==> src/rtl/hpe_pkg.sv <==
package hpe_pkg;

	localparam int MAX_WIDTH     = 1024;
	localparam int MAX_HEIGHT    = 1024;
	localparam int SCORE_BITS    = 16;
	localparam int NUM_CLASSES   = 2;
	localparam int INPUT_CLASSES = 2;
	localparam int CENTRES       = 4;

	localparam int POS_BITS       = 10;
	localparam int SIZE_BITS      = 11;
	localparam int THR_BITS       = 16;
	localparam int CFG_INDEX_BITS = 2;
	localparam int CFG_DATA_BITS  = 16;

	localparam logic [SIZE_BITS-1:0] FRAME_WIDTH_RESET  = SIZE_BITS'(512);
	localparam logic [SIZE_BITS-1:0] FRAME_HEIGHT_RESET = SIZE_BITS'(512);
	localparam logic [THR_BITS-1:0]  THRESHOLD_RESET    = THR_BITS'(32768);

	typedef enum logic [CFG_INDEX_BITS-1:0] {
		REG_FRAME_WIDTH,
		REG_FRAME_HEIGHT,
		REG_SCORE_THRESHOLD
	} reg_index_t;

	typedef struct packed {
		logic [POS_BITS-1:0] row;
		logic [POS_BITS-1:0] col;
		logic                cls;
	} peak_tag_t;

endpackage

==> src/rtl/hpe_if.sv <==


interface hpe_peak_if #(
	parameter int SCORE_BITS = hpe_pkg::SCORE_BITS
);
	logic                         valid;
	logic                         ready;
	logic [hpe_pkg::POS_BITS-1:0] peak_col;
	logic [hpe_pkg::POS_BITS-1:0] peak_row;
	logic                         peak_class;
	logic [SCORE_BITS-1:0]        peak_score;
	logic                         last_of_item;

	modport source (output valid, output peak_col, output peak_row, output peak_class,
		output peak_score, output last_of_item, input ready);
	modport sink (input valid, input peak_col, input peak_row, input peak_class,
		input peak_score, input last_of_item, output ready);
endinterface


==> src/rtl/hpe_peak_emit.sv <==
module hpe_peak_emit #(
	parameter int NCAND      = hpe_pkg::CENTRES * hpe_pkg::NUM_CLASSES,
	parameter int SCORE_BITS = hpe_pkg::SCORE_BITS
) (
	input  logic                                  clk,
	input  logic                                  arst_n,
	input  logic [NCAND-1:0]                      load_mask,
	input  logic [NCAND-1:0][SCORE_BITS-1:0]      load_score,
	input  hpe_pkg::peak_tag_t [NCAND-1:0]        load_tag,
	output logic                                  free,
	hpe_peak_if.source                            peak
);

	localparam int IW = $clog2(NCAND);

	logic [NCAND-1:0]                 mask_q;
	logic [NCAND-1:0][SCORE_BITS-1:0] score_q;
	hpe_pkg::peak_tag_t [NCAND-1:0]   tag_q;
	logic [NCAND-1:0]                 rest;
	logic [IW-1:0]                    idx;
	logic                             pick;

	logic                  ovalid_q;
	hpe_pkg::peak_tag_t    otag_q;
	logic [SCORE_BITS-1:0] oscore_q;
	logic                  olast_q;

	// lowest pending candidate goes first
	always_comb begin
		idx = '0;
		for (int j = NCAND - 1; j >= 0; j--) begin
			if (mask_q[j]) begin
				idx = IW'(j);
			end
		end
	end

	assign rest = mask_q & (mask_q - NCAND'(1));
	assign pick = (|mask_q) && (!ovalid_q || peak.ready);
	assign free = (mask_q == '0) || (pick && (rest == '0));

	always_ff @(posedge clk or negedge arst_n) begin
		if (!arst_n) begin
			mask_q   <= '0;
			ovalid_q <= 1'b0;
		end else begin
			if (free) begin
				mask_q <= load_mask;
			end else if (pick) begin
				mask_q <= rest;
			end
			if (pick) begin
				ovalid_q <= 1'b1;
			end else if (peak.ready) begin
				ovalid_q <= 1'b0;
			end
		end
	end

	always_ff @(posedge clk) begin
		if (free) begin
			score_q <= load_score;
			tag_q   <= load_tag;
		end
		if (pick) begin
			otag_q   <= tag_q[idx];
			oscore_q <= score_q[idx];
			olast_q  <= (rest == '0);
		end
	end

	assign peak.valid        = ovalid_q;
	assign peak.peak_col     = otag_q.col;
	assign peak.peak_row     = otag_q.row;
	assign peak.peak_class   = otag_q.cls;
	assign peak.peak_score   = oscore_q;
	assign peak.last_of_item = olast_q;

endmodule

==> src/flat_wrapper.sv <==
// flat-port wrapper written by rule: the top's interface ports become plain ports
module hpe_peak_emit_flat 
#(
	parameter int NCAND      = hpe_pkg::CENTRES * hpe_pkg::NUM_CLASSES,
	parameter int SCORE_BITS = hpe_pkg::SCORE_BITS
)
  (clk, arst_n, load_mask, load_score, load_tag, free, peak_valid, peak_peak_col, peak_peak_row, peak_peak_class, peak_peak_score, peak_last_of_item, peak_ready);
  hpe_peak_if #(.SCORE_BITS(SCORE_BITS)) peak_i ();
  input  logic clk;
  input  logic arst_n;
  input  logic [NCAND-1:0] load_mask;
  input  logic [NCAND-1:0][SCORE_BITS-1:0] load_score;
  input  hpe_pkg::peak_tag_t [NCAND-1:0] load_tag;
  output logic free;
  output wire logic [$bits(peak_i.valid)-1:0] peak_valid;
  output wire logic [$bits(peak_i.peak_col)-1:0] peak_peak_col;
  output wire logic [$bits(peak_i.peak_row)-1:0] peak_peak_row;
  output wire logic [$bits(peak_i.peak_class)-1:0] peak_peak_class;
  output wire logic [$bits(peak_i.peak_score)-1:0] peak_peak_score;
  output wire logic [$bits(peak_i.last_of_item)-1:0] peak_last_of_item;
  input wire logic [$bits(peak_i.ready)-1:0] peak_ready;
  assign peak_valid = peak_i.valid;
  assign peak_peak_col = peak_i.peak_col;
  assign peak_peak_row = peak_i.peak_row;
  assign peak_peak_class = peak_i.peak_class;
  assign peak_peak_score = peak_i.peak_score;
  assign peak_last_of_item = peak_i.last_of_item;
  assign peak_i.ready = peak_ready;
  hpe_peak_emit #(.NCAND(NCAND), .SCORE_BITS(SCORE_BITS)) u_core (.clk(clk), .arst_n(arst_n), .load_mask(load_mask), .load_score(load_score), .load_tag(load_tag), .free(free), .peak(peak_i));
endmodule
==> config.mk <==
export PLATFORM = sky130hd
export DESIGN_NAME = hpe_peak_emit_flat
export DESIGN_NICKNAME = d
export VERILOG_FILES = /design/src/rtl/hpe_pkg.sv /design/src/rtl/hpe_if.sv /design/src/rtl/hpe_peak_emit.sv /design/src/flat_wrapper.sv
export SDC_FILE = /design/constraint.sdc
export NUM_CORES = 1
export LEC_CHECK = 0
export BUFFER_PORTS_ARGS = -buffer_cell sky130_fd_sc_hd__buf_4
export CORE_ASPECT_RATIO = 0.7
export CORE_UTILIZATION = 40
export CTS_BUF_LIST = sky130_fd_sc_hd__clkbuf_4 sky130_fd_sc_hd__clkbuf_8
export DETAILED_ROUTE_END_ITERATION = 8
export GPL_TIMING_DRIVEN = 0
export MAX_ROUTING_LAYER = met4
export PLACE_DENSITY_LB_ADDON = 0.25
export SLEW_MARGIN = 30
export SYNTH_ARGS = -nofsm -noshare
export SYNTH_HDL_FRONTEND = slang
export SYNTH_SLANG_ARGS = --single-unit
==> constraint.sdc <==
create_clock -name clk -period 28.7 [get_ports clk]
set_input_delay 5.74 -clock clk [delete_from_list [all_inputs] [get_ports clk]]
set_output_delay 5.74 -clock clk [all_outputs]
set_load 0.01 [all_outputs]
==> flow_summary.ini <==
[critical_path]
path_cells = buf_4 -> nor2b_1 -> a2111oi_0 -> nor3_2 -> o21ai_4 -> buf_16 -> buf_16 -> buf_16 -> buf_16 -> buf_4
end_kind = output pin
ff2ff_path_depth = 13
critical_path_buf_inv_count = 6
setup.worst_path.start_class = primary input
worstSetupPathType = primary input to output pin
worstPathRequired_ps = 22960
critical-path-slowest-cell = nor3_2
ff2ff_setup_slack_ps = 24730
critPathTopFamily = buffers and inverters
critPathMaxStageDelay_ps = 640
regToRegEndpoint = u_core.tag_q[72]
cpMostUsedCell = buf_16
worstReg2RegStart = u_core.mask_q[5]
worstPathMaxFanout = 20
worstSetupStartpoint = peak_ready
critPathArrivalTime_ps = 7890

[floorplanning]
rows = 57
coreArea_mm2 = 0.0349
die_height_um = 160
initial_utilization = 0.409
die-width_um = 228
ioPinCount = 347
die_area_mm2 = 0.0365

[route]
wl_per_cell_um = 24.8
wl_met3_mm = 4.56
drt-pass1-iter-count = 5
ant_nets = 0
via_per_inst = 5.68
drt-total-wl_mm = 47.0
drt_iter0_drc = 1129
m1WireLength_mm = 20.2
highest_layer = met4
wl_met2_mm = 21.1
drc = 0
num_vias = 10758

[synth]
syn_inst = 962
ys_ff_latch = 343
ys_warn_count = 0
synth_nets = 1269
ys_types = 44
synth_edf_count = 334
synth_flop_cell = edfxtp_1
synth_area_leader_cell = edfxtp_1
synthTopCellsByArea = edfxtp_1 (70%), a2111oi_0 (4.1%), and3_1 (3.2%), nor4bb_1 (2.6%), clkbuf_1 (2.2%)
synth.most_common_cell = edfxtp_1
syn_area_per_cell_um2 = 14.9
synth_top_area_frac = 0.702
async_reset_ff_frac = 0.0262
syn_area_mm2 = 0.0143
seq_area_frac_synth = 0.717
yosys-top-cells-count = edfxtp_1 (334), clkbuf_1 (85), and3_1 (74)

[timing]
slew_viol_final = 0
tns_ps = 0
rsz0062_at_grt = no
fmax_mhz = 73.3
min_period_over_period = 0.475
slew_headroom = 0.296
tightest_slew_ps = 1030
hold_violations = 0
setup_slack_ps = 15070
period_needed_ps = 13630
finalClockSkew_ps = 30.0
finalSetupViolations = 0

[power]
pwr_density_cell_mw_per_mm2 = 126
irDropWorstVdd_mv = 0.0598
power.total_w = 0.00240
p_leak_nw = 7.01

[placed_design]
hpwl_mm = 34.7
gp_congestion = 0.853
placed_cell_area_mm2 = 0.0180
port_buffers = 346
pre_cts_ws_ps = 15120

[final_layout]
fillers = 2941
area_growth_pct = 32.9
fin_util = 0.543
drive_gt1_frac = 0.330
finalInstanceArea_mm2 = 0.0190
nets = 1689

[cts]
cts_root_buf = clkbuf_8
cts_made_buffers = 53
clock_path_buffers = 3
post_cts_resized = 0
path_clk_slew_ps = 60
cts_hold_buf = 0
postCtsSetupRepairBufs = 0
cts_tree = done
h-tree-depth = 2
clkLatencyLatePin_ps = 600
clock_sinks = 343

[hold_path]
hold_end = u_core.mask_q[5]
hp-class = flop to flop
worstHoldStart = u_core.mask_q[5]
holdPathStages = 2

[run]
cap_viol_max_count = 0

[global_routing]
grt_pass1_vias = 10753
grt_pass1_wl_mm = 68.0
track_usage = 0.262
overflow = 0
grt_max_degree = 25
antenna_found_initial = 6

[status]
status = complete, no violations
-- through the flow --
stage | cells | hold slack, ps
after global routing | 1893 | 683
after floorplan | 962 | 587
after global placement | 1780 | 611
after detailed placement | 1799 | 624
after CTS | 1888 | 640
final | 1894 | 638
-- cell families (layout without fill, tap and decap cells) --
| family | after synthesis | after routing | synth area share |
|---|---|---|---|
| buf+inv | 105 | 559 | 0.0303 |
| flops | 343 | 343 | 0.718 |
| other cells | 0 | 6 | 0 |
| simple gates | 262 | 262 | 0.119 |
| fa+ha+maj | 2 | 2 | 0.00140 |
| compound gates | 250 | 250 | 0.132 |
-- state kept, by name, summed over array words and instances (netlist names) --
name	cells
u_core.tag_q	168
u_core.peak.last_of_item	1
u_core.score_q	128
u_core.peak.peak_score	16
u_core.mask_q	8
u_core.peak.valid	1
u_core.peak.peak_col	10
u_core.peak.peak_row	10
u_core.peak.peak_class	1
-- worst reg2reg max path, cell delays in order (launching register included) --
cell      delay, ps
dfrtp_1         390
clkbuf_1        230
or4_1           460
buf_2           250
buf_2           280
clkbuf_1        350
nor2_2          430
nand2_1         160
o21ai_4         160
buf_16          210
buf_16          190
buf_16          190
buf_16          190
buf_16          190
-- placed cells by master (no fill, tap or decap), types with 3 or more instances in the layout --
cell type,instances
a2111oi_0,64
a2111oi_1,11
a211oi_1,39
a21boi_0,5
a21boi_1,32
a21o_1,37
and3_1,74
buf_1,5
buf_16,15
buf_2,7
buf_4,346
buf_6,4
buf_8,4
clkbuf_1,84
clkbuf_4,19
clkbuf_8,54
clkinv_1,12
clkinv_2,4
dfrtp_1,9
diode_2,6
edfxtp_1,334
inv_1,3
nand2_1,10
nand3_1,44
nor2_1,5
nor2b_1,3
nor3_1,3
nor4_1,38
nor4bb_1,37
o211ai_1,5
o21ai_0,39
o21ai_1,3
or3_1,38
-- cell type report --
class | count | area (µm²) | area share
buffer | 101 | 419 | 0.0221
multi-input combinational | 514 | 3670 | 0.193
clock buffer | 73 | 886 | 0.0466
tap | 472 | 591 | 0.0311
clock inverter | 16 | 70.1 | 0.00369
timing repair buffer | 365 | 3070 | 0.162
sequential | 343 | 10300 | 0.540
inverter | 4 | 15.0 | 0.000791
antenna | 6 | 15.0 | 0.000791
-- report_power, final --
group | internal (W) | leakage [nW] | switching, W | total, W
sequential | 0.000830 | 3.21 | 0.0000567 | 0.000887
clock | 0.000198 | 0.513 | 0.000192 | 0.000390
combinational | 0.000416 | 3.29 | 0.000707 | 0.00112
-- how the worst max path moves through the flow --
| stage | end | depth (start not counted) |
|---|---|---|
| global placement | free | 6 |
| floorplan | free | 4 |
| CTS | free | 10 |
| detailed placement | free | 10 |
| finish | free | 10 |
| global route | free | 11 |
-- per-layer routing --
metal  up-vias  track usage
met5         -            -
met4         0       0.0851
met3        77       0.0707
met2       578        0.381
met1      5288        0.355
li1       4815            -
(Power assumes the default switching activity.)
